==> src/design/chm_pkg.sv <==
// shared types and constants of the chained hash map engine
package chm_pkg;

    localparam logic [63:0] GOLDEN = 64'h9e3779b97f4a7c13;

    localparam logic [1:0] REQ_INSERT = 2'd0;
    localparam logic [1:0] REQ_FIND   = 2'd1;
    localparam logic [1:0] REQ_REMOVE = 2'd2;
    localparam logic [1:0] REQ_NONE   = 2'd3;

    localparam logic [1:0] ST_OK      = 2'd0;
    localparam logic [1:0] ST_INVALID = 2'd1;
    localparam logic [1:0] ST_NO_ROOM = 2'd2;

    typedef enum logic [4:0] {
        OP_NOP,
        OP_LOAD,
        OP_CLR_CUR,
        OP_CLR_NEW,
        OP_RD_OLD_HEAD,
        OP_CUR_HEAD,
        OP_SCAN_INC,
        OP_SWAP,
        OP_RD_ENT,
        OP_HASH_ENT,
        OP_RD_NEW_HEAD,
        OP_PUSH,
        OP_HASH_REQ,
        OP_RD_HEAD,
        OP_INSERT,
        OP_STEP,
        OP_UNLINK,
        OP_OUT
    } chm_op_t;

    typedef struct packed {
        chm_op_t    op;
        logic [1:0] res_status;
        logic       res_found;
    } chm_cmd_t;

    typedef struct packed {
        logic [1:0] req_type;
        logic       kb_bad;
        logic       handle_zero;
        logic       full;
        logic       absent;
        logic       need_grow;
        logic       hash_done;
        logic       cur_nil;
        logic       match;
        logic       clr_cur_last;
        logic       clr_new_last;
        logic       scan_last;
        logic       out_busy;
    } chm_stat_t;

endpackage

==> src/design/chm_ctrl.sv <==
// controller: sequences requests, table creation, growth rehash and chain walks
module chm_ctrl
    import chm_pkg::*;
(
    input  logic      clk,
    input  logic      rst_n,
    input  logic      in_valid,
    output logic      in_ready,
    input  chm_stat_t stat,
    output chm_cmd_t  cmd
);

    typedef enum logic [4:0] {
        S_IDLE, S_CHECK, S_CREATE, S_GCHK, S_GCLR, S_GRD, S_GCUR, S_GTEST,
        S_GHASH, S_GWAIT, S_GRDN, S_GPUSH, S_IHASH, S_IWAIT, S_IRDH, S_IWR,
        S_LHASH, S_LWAIT, S_LRDH, S_LCUR, S_LTEST, S_LCMP, S_DONE
    } state_t;

    state_t     state_reg;
    state_t     state_next;
    logic [1:0] res_status_reg;
    logic [1:0] res_status_next;
    logic       res_found_reg;
    logic       res_found_next;
    chm_op_t    op;

    always_comb
    begin
        state_next      = state_reg;
        op              = OP_NOP;
        res_status_next = res_status_reg;
        res_found_next  = res_found_reg;
        unique case (state_reg)
            S_IDLE:
            begin
                if (in_valid)
                begin
                    op              = OP_LOAD;
                    res_status_next = ST_OK;
                    res_found_next  = 1'b0;
                    state_next      = S_CHECK;
                end
            end
            S_CHECK:
            begin
                priority if (stat.req_type == REQ_NONE) state_next = S_DONE;
                else if (stat.kb_bad)
                begin
                    res_status_next = ST_INVALID;
                    state_next      = S_DONE;
                end
                else if (stat.req_type == REQ_INSERT)
                begin
                    priority if (stat.handle_zero)
                    begin
                        res_status_next = ST_INVALID;
                        state_next      = S_DONE;
                    end
                    else if (stat.full)
                    begin
                        res_status_next = ST_NO_ROOM;
                        state_next      = S_DONE;
                    end
                    else if (stat.absent) state_next = S_CREATE;
                    else state_next = S_GCHK;
                end
                else if (stat.absent) state_next = S_DONE;
                else state_next = S_LHASH;
            end
            S_CREATE:
            begin
                op = OP_CLR_CUR;
                if (stat.clr_cur_last) state_next = S_GCHK;
            end
            S_GCHK: state_next = stat.need_grow ? S_GCLR : S_IHASH;
            S_GCLR:
            begin
                op = OP_CLR_NEW;
                if (stat.clr_new_last) state_next = S_GRD;
            end
            S_GRD:
            begin
                op         = OP_RD_OLD_HEAD;
                state_next = S_GCUR;
            end
            S_GCUR:
            begin
                op         = OP_CUR_HEAD;
                state_next = S_GTEST;
            end
            S_GTEST:
            begin
                if (stat.cur_nil)
                begin
                    if (stat.scan_last)
                    begin
                        op         = OP_SWAP;
                        state_next = S_IHASH;
                    end
                    else
                    begin
                        op         = OP_SCAN_INC;
                        state_next = S_GRD;
                    end
                end
                else
                begin
                    op         = OP_RD_ENT;
                    state_next = S_GHASH;
                end
            end
            S_GHASH:
            begin
                op         = OP_HASH_ENT;
                state_next = S_GWAIT;
            end
            S_GWAIT: if (stat.hash_done) state_next = S_GRDN;
            S_GRDN:
            begin
                op         = OP_RD_NEW_HEAD;
                state_next = S_GPUSH;
            end
            S_GPUSH:
            begin
                op         = OP_PUSH;
                state_next = S_GTEST;
            end
            S_IHASH:
            begin
                op         = OP_HASH_REQ;
                state_next = S_IWAIT;
            end
            S_IWAIT: if (stat.hash_done) state_next = S_IRDH;
            S_IRDH:
            begin
                op         = OP_RD_HEAD;
                state_next = S_IWR;
            end
            S_IWR:
            begin
                op         = OP_INSERT;
                state_next = S_DONE;
            end
            S_LHASH:
            begin
                op         = OP_HASH_REQ;
                state_next = S_LWAIT;
            end
            S_LWAIT: if (stat.hash_done) state_next = S_LRDH;
            S_LRDH:
            begin
                op         = OP_RD_HEAD;
                state_next = S_LCUR;
            end
            S_LCUR:
            begin
                op         = OP_CUR_HEAD;
                state_next = S_LTEST;
            end
            S_LTEST:
            begin
                if (stat.cur_nil) state_next = S_DONE;
                else
                begin
                    op         = OP_RD_ENT;
                    state_next = S_LCMP;
                end
            end
            S_LCMP:
            begin
                if (stat.match)
                begin
                    res_found_next = (stat.req_type == REQ_FIND);
                    if (stat.req_type == REQ_REMOVE) op = OP_UNLINK;
                    state_next = S_DONE;
                end
                else
                begin
                    op         = OP_STEP;
                    state_next = S_LTEST;
                end
            end
            S_DONE:
            begin
                if (!stat.out_busy)
                begin
                    op         = OP_OUT;
                    state_next = S_IDLE;
                end
            end
            default: state_next = S_IDLE;
        endcase
    end

    always_ff @(posedge clk or negedge rst_n)
    begin
        if (!rst_n)
        begin
            state_reg      <= S_IDLE;
            res_status_reg <= ST_OK;
            res_found_reg  <= 1'b0;
        end
        else
        begin
            state_reg      <= state_next;
            res_status_reg <= res_status_next;
            res_found_reg  <= res_found_next;
        end
    end

    assign in_ready = (state_reg == S_IDLE);
    assign cmd      = '{op: op, res_status: res_status_reg, res_found: res_found_reg};

endmodule

==> config.mk <==
export PLATFORM = sky130hd
export DESIGN_NAME = chm_ctrl
export DESIGN_NICKNAME = d
export VERILOG_FILES = /design/src/design/chm_pkg.sv /design/src/design/chm_ctrl.sv
export SDC_FILE = /design/constraint.sdc
export NUM_CORES = 1
export LEC_CHECK = 0
export BUFFER_PORTS_ARGS = -buffer_cell sky130_fd_sc_hd__buf_2
export CORE_MARGIN = 2
export CORE_UTILIZATION = 56
export CTS_CLUSTER_SIZE = 8
export DETAILED_ROUTE_END_ITERATION = 12
export GPL_TIMING_DRIVEN = 1
export PLACE_DENSITY = 0.95
export SLEW_MARGIN = 20
export SYNTH_ARGS = -nofsm -noshare
export SYNTH_HDL_FRONTEND = slang
export SYNTH_SLANG_ARGS = --single-unit
==> constraint.sdc <==
create_clock -name clk -period 2.8 [get_ports clk]
set_input_delay 0.28 -clock clk [delete_from_list [all_inputs] [get_ports clk]]
set_output_delay 0.28 -clock clk [all_outputs]
set_load 0.01 [all_outputs]
==> impl_metrics.csv, run 1 <==
group,metric,value,unit
finish,final_cells,182,
power_and_ir_drop,power_frac_clock,0.069,
yosys,synthDistinctLibCells,51,
clock_network,h-tree-depth,1,
placed_design,place_congestion,1.005,
power_and_ir_drop,p_leak,0.5133,nW
finish,syn_to_final_growth,14.65,%
clock_network,cts_sinks,8,
power_and_ir_drop,switchingPower,0.6295,mW
yosys,synthFlopType,"dfrtp_1",
route,vias_per_cell,6.489,
die,core,1727,µm²
sta,hold_ws,0.3852,ns
power_and_ir_drop,ir_worst_vdd,0.4757,mV
yosys,synth_area_leaders,"dfrtp_1 20%, o21ai_0 5.9%, nand2b_1 4.3%",
yosys,synth.top_cell.area_share,0.1954,
global_routing,grt_max_degree,23,
die,die_h,46.78,µm
finish,drive_above_1_share,0.2357,
clock_network,cts_hold_buf,1,
hold_path,hold_class,"in -> reg",
sta,finClkSkew,0.0007429,ns
sta,worst_pin_slew,0.6502,ns
yosys,async_reset_ff_frac,1.000,
worst_setup_path,path_buf_inv,1,
worst_setup_path,crit_chain,"and2b_1 > or4b_1 > and3_1 > o221ai_1 > buf_2",
power_and_ir_drop,finalPower,1.225,mW
worst_setup_path,cpLargestDelayFamily,"simple AND/OR/NAND/NOR gates",
power_and_ir_drop,powerDensity,1043,nW/µm²
die,die_w,46.78,µm
status,status,"complete, no violations",
worst_setup_path,worst_setup_path_start_kind,"flip-flop",
route,drtAntennaViolNets,0,
die,dieArea,2188,µm²
clock_network,cts_tree,"done",
yosys,syn_nets,153,
route,drc,0,
placed_design,dpl.hpwl,2179,µm
worst_setup_path,critPathRequiredTime,2.52,ns
power_and_ir_drop,p_sw_frac,0.5139,
clock_network,worstSkewPairLatency,0.25,ns
sta,min_period,2.321,ns
global_routing,antenna_found_initial,0,
finish,n_antenna_cell,0,
global_routing,grt_pass1_wl,4609,µm
route,via_count,1181,
worst_setup_path,max_stage_delay,0.67,ns
clock_network,clk_pin_slew,0.05,ns
yosys,ys_warn_count,0,
placed_design,dpl_cell_area,1142,µm²
route,drtIter0Drc,58,
power_and_ir_drop,comb_power_share,0.719,
clock_network,root_buffer,"clkbuf_4",
die,rows,15,
global_routing,grt_usage,0.2831,
power_and_ir_drop,intPower,0.5956,mW
yosys,avgSynthCellArea,7.535,µm²
route,drt_wl_total,2768,µm
sta,rsz0062_at_grt,"false",
worst_setup_path,crit_path_end_kind,"output port",
worst_setup_path,crit_type,"reg -> out",
global_routing,grt_pass1_vias,1092,
global_routing,grt-ovfl-total,0,
die,pin_count,26,
yosys,synthesis.instances,136,
placed_design,portBuffers,25,
clock_network,numCtsBuffers,3,
sta,slew_violations,0,
yosys,yosys.area.top_type,"dfrtp_1",
yosys,netlist_area,1025,µm²
worst_setup_path,critPathMaxFanout,20,
sta,fmax,430.9,MHz
worst_setup_path,arrival,2.04,ns
clock_network,post_cts_buffers,0,
die,start_util,0.5935,
route,first_pass_iters,5,
clock_network,cts_buffer_depth,2,
finish,largest_reg_flops,5,
power_and_ir_drop,power_frac_seq,0.212,
placed_design,dp.cells,178,
sta,max-slew-margin-rel,0.5610,
clock_network,cts_resized,0,
yosys,ys_ff_latch,8,
yosys,yosysMostFrequentCell,"o21ai_0",
sta,setup_viol,0,
finish,design_area,1175,µm²
sta,finalHoldViolCount,0,
yosys,synth_edf_count,0,
worst_setup_path,critPathSlowestCell,"dfrtp_1",
sta,setup_tns,0,ns
finish,fin_nets,176,
yosys,synth_sequential_area_ratio,0.1954,
sta,fin_crit_sh,0.8289,
run,drv_cap,0,
route,wire_per_inst,15.21,µm
yosys,ys_top_cells_by_count,"12 x o21ai_0, 8 x dfrtp_1, 8 x inv_1, 8 x nor2_1",
## cell type report
type / instances / area, µm²
inverter: 8 / 30.03
multi-input combinational: 109 / 733.2
clock buffer: 3 / 22.52
fill: 158 / 551.8
tap: 25 / 31.28
timing repair buffer: 29 / 157.7
sequential: 8 / 200.2
## path summary, 6_finish.rpt
path                                           start                             to  slack, ns  cells after the start
hold reg to reg            res_found_reg$_DFFE_PN0P_      res_found_reg$_DFFE_PN0P_       0.51                      2
max in group asynchronous                      rst_n  res_status_reg[1]$_DFFE_PN0P_       2.24                      2
setup / recovery            state_reg[4]$_DFFE_PN0P_                         cmd[3]       0.48                      5
setup reg to reg            state_reg[4]$_DFFE_PN0P_       state_reg[4]$_DFFE_PN0P_       0.90                      4
min in group asynchronous                      rst_n       state_reg[3]$_DFFE_PN0P_       0.40                      2
hold / removal                              stat[13]      res_found_reg$_DFFE_PN0P_       0.39                      3
## per-layer routing
layer,vias to the layer above,wire length (µm),global-route usage
met2,66,1361,0.4712
met1,546,1152,0.3901
met3,6,226,0.05769
li1,563,-,-
met5,-,0,0
met4,0,28,0.03889
## cells in the final DEF, fill, tap and decap left out, drive strengths merged, types with 2 or more instances in the layout
cell | netlist | final
o31ai | 2 | 2
a22oi | 3 | 3
nand3 | 7 | 7
nand2 | 5 | 5
mux2i | 3 | 3
o21ai | 15 | 15
a2bb2oi | 3 | 3
nor2 | 8 | 8
nor2b | 2 | 2
a21oi | 7 | 7
nand4 | 4 | 4
o211a | 2 | 2
buf | 10 | 28
nor3b | 3 | 3
inv | 8 | 8
nor3 | 4 | 4
o221ai | 4 | 4
clkbuf | 1 | 3
dfrtp | 8 | 8
a31oi | 2 | 2
and3 | 2 | 2
nand2b | 7 | 7
a21boi | 2 | 2
mux2 | 2 | 2
## worst reg2reg max path: cells and delay by family, from the launching register on
| kind | cells | cell delay (ns) |
|---|---|---|
| simple gates | 2 | 0.59 |
| flops | 1 | 0.57 |
| mux | 1 | 0.30 |
| compound gates | 1 | 0.33 |
## logic make-up (layout without fill, tap and decap cells)
logic type,count (synthesis),count (layout),synth area share
AO/OA/AOI/OAI,52,52,0.3541
XOR/XNOR,1,1,0.008549
buffers and inverters,19,40,0.08913
flip-flops,8,8,0.1954
multiplexers,5,5,0.05861
AND/OR/NAND/NOR,51,51,0.2943
## power groups by stage
stage	combinational, mW	clock (mW)	sequential [mW]
CTS	0.871	0.0891	0.256
detailed placement	0.865	0	0.258
floorplan	0.713	0	0.205
global route	0.959	0.0935	0.270
finish	0.881	0.0849	0.259
global placement	0.846	0	0.254
## metrics by stage
| stage | worst slack (ns) | utilization |
|---|---|---|
| 2_1_floorplan | 1.119 | - |
| 3_3_place_gp | 0.8091 | 0.6616 |
| 3_5_place_dp | 0.7678 | 0.6616 |
| 4_1_cts | 0.4913 | 0.6804 |
| 5_1_grt | 0.3419 | 0.6804 |
| 6_report | 0.4791 | 0.6804 |
Note: power is estimated with default switching activity, not from simulation.
==> run 2: changes to the inputs <==
--- a/config.mk
+++ b/config.mk
@@ -7,11 +7,11 @@
 export LEC_CHECK = 0
 export BUFFER_PORTS_ARGS = -buffer_cell sky130_fd_sc_hd__buf_2
 export CORE_MARGIN = 2
-export CORE_UTILIZATION = 56
+export CORE_UTILIZATION = 47
 export CTS_CLUSTER_SIZE = 8
 export DETAILED_ROUTE_END_ITERATION = 12
 export GPL_TIMING_DRIVEN = 1
-export PLACE_DENSITY = 0.95
+export PLACE_DENSITY = 0.86
 export SLEW_MARGIN = 20
 export SYNTH_ARGS = -nofsm -noshare
 export SYNTH_HDL_FRONTEND = slang
==> constraint.sdc (replaced) <==
create_clock -name clk -period 2.08 [get_ports clk]
set_input_delay 0.208 -clock clk [delete_from_list [all_inputs] [get_ports clk]]
set_output_delay 0.208 -clock clk [all_outputs]
set_load 0.01 [all_outputs]
==> run 2 against run 1 <==
Compared with the run above: clock-buffer cell count stayed put; design area is 2.8% higher; sequential power is 4% higher; clock skew is 0.0019 ns higher; non-clock buffer count is 2 higher; clock power is 35% higher; core utilization is 7.7 points lower; first-iteration DRC count is 34% higher; total power is 39% higher; largest cell class unchanged; worst setup slack worse by 0.37 ns.
==> impl_metrics.csv, run 2 (synthesis gave the netlist of run 1 again) <==
group,metric,value,unit
status,status,"complete, no violations",
global_routing,antenna_found_initial,0,
finish,largest_reg_flops,5,
power_and_ir_drop,powerDensity,1415,nW/µm²
finish,multiInputGateArea,744.5,µm²
worst_setup_path,critPathRequiredTime,1.87,ns
die,dieArea,2570,µm²
route,drt_wl_total,2957,µm
worst_setup_path,critPathMaxFanout,4,
finish,syn_to_final_growth,17.83,%
global_routing,grt_max_degree,23,
power_and_ir_drop,finalPower,1.708,mW
die,core,2002,µm²
placed_design,dp.cells,182,
global_routing,grt_pass1_vias,1079,
finish,final_common_cell,"buf_2",
sta,finalHoldViolCount,0,
clock_network,cts_tree,"done",
finish,most-common-layout-cells,"25 x buf_2, 12 x o21ai_0, 8 x inv_1, 8 x dfrtp_1",
route,drtIter0Drc,78,
finish,drive_above_1_share,0.2642,
die,pin_count,26,
clock_network,cts_sinks,8,
worst_setup_path,arrival,1.76,ns
sta,setup_tns,0,ns
global_routing,grt_pass1_wl,4981,µm
route,vias_per_cell,6.522,
finish,final_cells,186,
die,start_util,0.5119,
power_and_ir_drop,p_leak,0.5289,nW
route,wire_per_inst,15.90,µm
sta,rsz0062_at_grt,"false",
clock_network,root_buffer,"clkbuf_4",
worst_setup_path,crit_path_end_kind,"output port",
sta,hold_ws,0.3094,ns
clock_network,worstSkewPairLatency,0.25,ns
sta,finClkSkew,0.002602,ns
sta,setup_slack,0.1079,ns
global_routing,grt_usage,0.2492,
sta,min_period,1.972,ns
finish,fin_nets,178,
route,drtAntennaViolNets,0,
finish,post-route-util,0.6031,
route,via_count,1213,
clock_network,post_cts_buffers,0,
sta,slew_violations,0,
finish,fill_cells,193,
clock_network,clk_pin_slew,0.05,ns
placed_design,dpl_cell_area,1160,µm²
worst_setup_path,regToRegStartpoint,"state_reg[4]$_DFFE_PN0P_",
clock_network,numCtsBuffers,3,
worst_setup_path,crit_type,"reg -> out",
global_routing,grt-ovfl-total,0,
die,die_w,50.70,µm
clock_network,cts_buffer_depth,2,
sta,fmax,507.1,MHz
die,rows,16,
finish,design_area,1207,µm²
power_and_ir_drop,ir_worst_vdd,0.7688,mV
finish,n_antenna_cell,0,
finish,regArea,200.2,µm²
worst_setup_path,critPathLaunch,"state_reg[3]$_DFFE_PN0P_",
die,die_h,50.70,µm
hold_path,min-delay-start,"stat[13]",
route,first_pass_iters,4,
hold_path,hold_class,"in -> reg",
route,drc,0,
sta,setup_viol,0,
clock_network,h-tree-depth,1,
sta,max-slew-margin-rel,0.5326,
placed_design,dpl.hpwl,2232,µm
worst_setup_path,rrSetupSlack,0.41,ns
sta,fin_crit_sh,0.9481,
run,drv_cap,0,
worst_setup_path,worst_setup_path_start_kind,"flip-flop",
placed_design,portBuffers,25,
placed_design,place_congestion,0.9798,
placed_design,pre_cts_ws,0.2806,ns
sta,worst_pin_slew,0.6924,ns
run 2: repair_timing:
action	4_1_cts	5_1_grt
resized for setup	0	4
hold buffers	1	0
setup endpoints to repair	0	1
hold endpoints to repair	8	0
run 2: final timing paths:
kind	endpoint	cells past startpoint
worst max-delay path	cmd[3]	5
worst min-delay path	res_found_reg$_DFFE_PN0P_	3
worst max register to register	state_reg[4]$_DFFE_PN0P_	5
worst min register to register	res_found_reg$_DFFE_PN0P_	2
max in group asynchronous	state_reg[4]$_DFFE_PN0P_	2
min in group asynchronous	state_reg[3]$_DFFE_PN0P_	2
run 2: cell type report:
class,count,area share
clock buffers,3,0.01865
inverters,8,0.02487
multi-input cells,109,0.6166
flip-flops and latches,8,0.1658
well taps,27,0.02798
repair buffers,31,0.1461
run 2: routing by layer:
metal | GRT usage | vias up | share of wire
li1 | - | 567 | -
met1 | 0.3156 | 567 | 0.40
met2 | 0.4276 | 73 | 0.49
met3 | 0.04762 | 6 | 0.084
met4 | 0.07207 | 0 | 0.022
met5 | 0 | - | 0
run 2: critical path: stages (launching register included):
cell      delay (ns)
dfrtp_1         0.37
and2b_1         0.27
or4b_4          0.49
and3_1          0.16
o221ai_1        0.06
buf_2           0.16
run 2: power breakdown:
group	leakage (nW)	total, mW	internal (mW)	switching [mW]
sequential	0.102	0.269	0.226	0.0429
clock	0.0138	0.115	0.0658	0.0489
combinational	0.413	1.32	0.542	0.783
total	0.529	1.71	0.834	0.875
==> run 3: changes to the inputs <==
==> constraint.sdc (replaced) <==
create_clock -name clk -period 2.08 [get_ports clk]
set_input_delay 0.104 -clock clk [delete_from_list [all_inputs] [get_ports clk]]
set_output_delay 0.104 -clock clk [all_outputs]
set_load 0.01 [all_outputs]
==> run 3 against run 2 <==
Compared with the run above: global-route usage is 0.72 points lower; critical path depth stayed put; worst setup slack worse by 0.0089 ns; wire length is 0.95% lower; non-clock buffer count is 2 higher; first-iteration DRC count is 22% higher; clock skew is 0.0016 ns higher; register-to-register slack worse by 0.07 ns; via count is 1.5% higher; core utilization is 0.19 points higher; worst hold slack worse by 0.10 ns; largest cell class unchanged; largest power group unchanged; highest routed layer unchanged.
==> impl_metrics.csv, run 3 (synthesis gave the netlist of run 1 again) <==
group,metric,value,unit
status,status,"complete, no violations",
die,pin_count,26,
sta,worst_pin_slew,0.4830,ns
sta,finalHoldViolCount,0,
global_routing,grt_pass1_wl,4905,µm
worst_setup_path,crit_path_end_kind,"output port",
finish,design_area,1211,µm²
finish,largest_reg_flops,5,
worst_setup_path,path_buf_inv,1,
sta,min_period,1.981,ns
worst_setup_path,rr_worst_depth,4,
global_routing,antenna_found_initial,0,
route,drc,0,
clock_network,cts_tree,"done",
worst_setup_path,worst_setup_path_start_kind,"flip-flop",
finish,syn_to_final_growth,18.19,%
placed_design,dpl.hpwl,2195,µm
sta,setup_viol,0,
worst_setup_path,critPathSlowestCell,"or4b_1",
placed_design,dp.cells,184,
hold_path,min-delay-start,"stat[13]",
global_routing,grt-ovfl-total,0,
worst_setup_path,crit_type,"reg -> out",
finish,final_common_cell,"buf_2",
hold_path,holdPathStages,3,
power_and_ir_drop,ir_worst_vdd,0.6866,mV
route,vias_per_cell,6.548,
die,die_w,50.70,µm
clock_network,h-tree-depth,1,
clock_network,cts_buffer_depth,2,
placed_design,portBuffers,25,
finish,post-route-util,0.6050,
power_and_ir_drop,powerDensity,1427,nW/µm²
sta,hold_ws,0.2049,ns
route,wire_per_inst,15.58,µm
clock_network,numCtsBuffers,3,
worst_setup_path,arrival,1.88,ns
die,rows,16,
sta,setup_tns,0,ns
route,drtIter0Drc,95,
finish,most-common-layout-cells,"25 x buf_2, 12 x o21ai_0, 8 x inv_1",
die,die_h,50.70,µm
finish,drive_above_1_share,0.2671,
die,dieArea,2570,µm²
worst_setup_path,cpLargestDelayFamily,"simple AND/OR/NAND/NOR gates",
global_routing,grt_usage,0.2420,
sta,max-slew-margin-rel,0.6739,
die,start_util,0.5119,
die,core,2002,µm²
worst_setup_path,critPathLaunch,"state_reg[4]$_DFFE_PN0P_",
global_routing,grt_max_degree,23,
route,first_pass_iters,5,
hold_path,holdPathEnd,"res_found_reg$_DFFE_PN0P_",
sta,slew_violations,0,
clock_network,worstSkewPairLatency,0.25,ns
placed_design,pre_cts_ws,0.3150,ns
sta,rsz0062_at_grt,"false",
worst_setup_path,regToRegStartpoint,"state_reg[4]$_DFFE_PN0P_",
worst_setup_path,critPathRequiredTime,1.98,ns
worst_setup_path,crit_chain,"and2b_1 > or4b_1 > and3_1 > o221ai_1 > buf_2",
worst_setup_path,r2r_end,"state_reg[4]$_DFFE_PN0P_",
placed_design,dpl_cell_area,1175,µm²
route,via_count,1231,
placed_design,place_congestion,0.9942,
power_and_ir_drop,finalPower,1.728,mW
worst_setup_path,critPathMaxFanout,13,
hold_path,hold_class,"in -> reg",
power_and_ir_drop,p_leak,0.5324,nW
clock_network,cts_sinks,8,
worst_setup_path,rrSetupSlack,0.34,ns
sta,fmax,504.8,MHz
finish,fin_nets,180,
route,drtAntennaViolNets,0,
worst_setup_path,max_stage_delay,0.51,ns
route,drt_wl_total,2929,µm
sta,setup_slack,0.09900,ns
clock_network,root_buffer,"clkbuf_4",
run,drv_cap,0,
clock_network,clk_pin_slew,0.05,ns
sta,fin_crit_sh,0.9524,
finish,n_antenna_cell,0,
sta,finClkSkew,0.004224,ns
finish,final_cells,188,
global_routing,grt_pass1_vias,1129,
-- run 3: power breakdown --
part | internal, mW | switching (mW) | leakage [nW] | total (mW)
clock network | 0.0657 | 0.0475 | 0.0138 | 0.113
registers | 0.228 | 0.0623 | 0.101 | 0.290
logic | 0.555 | 0.770 | 0.418 | 1.32
total | 0.848 | 0.880 | 0.532 | 1.73
-- run 3: area by class of cell --
type,instances,area [µm²]
sequential,8,201.4
inverter,8,30.03
multi-input combinational,109,735.7
fill,191,790.8
timing repair buffer,33,187.7
clock buffer,3,22.52
tap,27,33.78
-- run 3: timing repair --
action / in CTS / in global routing
hold buffers: 1 / 0
setup buffers: 0 / 0
endpoints found under the hold margin: 8 / 0
setup endpoints to repair: 0 / 1
resized for setup: 0 / 2
-- run 3: worst max path at each step --
stage	end	slack, ns	depth (start not counted)
global route	cmd[3]	0.05	5
detailed placement	state_reg[4]$_DFFE_PN0P_	0.31	4
CTS	cmd[3]	0.05	5
floorplan	state_reg[4]$_DFFE_PN0P_	0.48	4
global placement	state_reg[4]$_DFFE_PN0P_	0.35	4
finish	cmd[3]	0.1	5
-- run 3: worst min-delay path: stages --
cell,delay (ns)
buf_2,0.13
or2b_1,0.11
o21ai_0,0.06
-- run 3: metal layers --
layer	GRT usage	vias up	routed length, µm
met4	0.08108	0	42
met1	0.3254	559	1173
li1	-	575	-
met2	0.3991	91	1401
met3	0.02976	6	311
met5	0	-	0
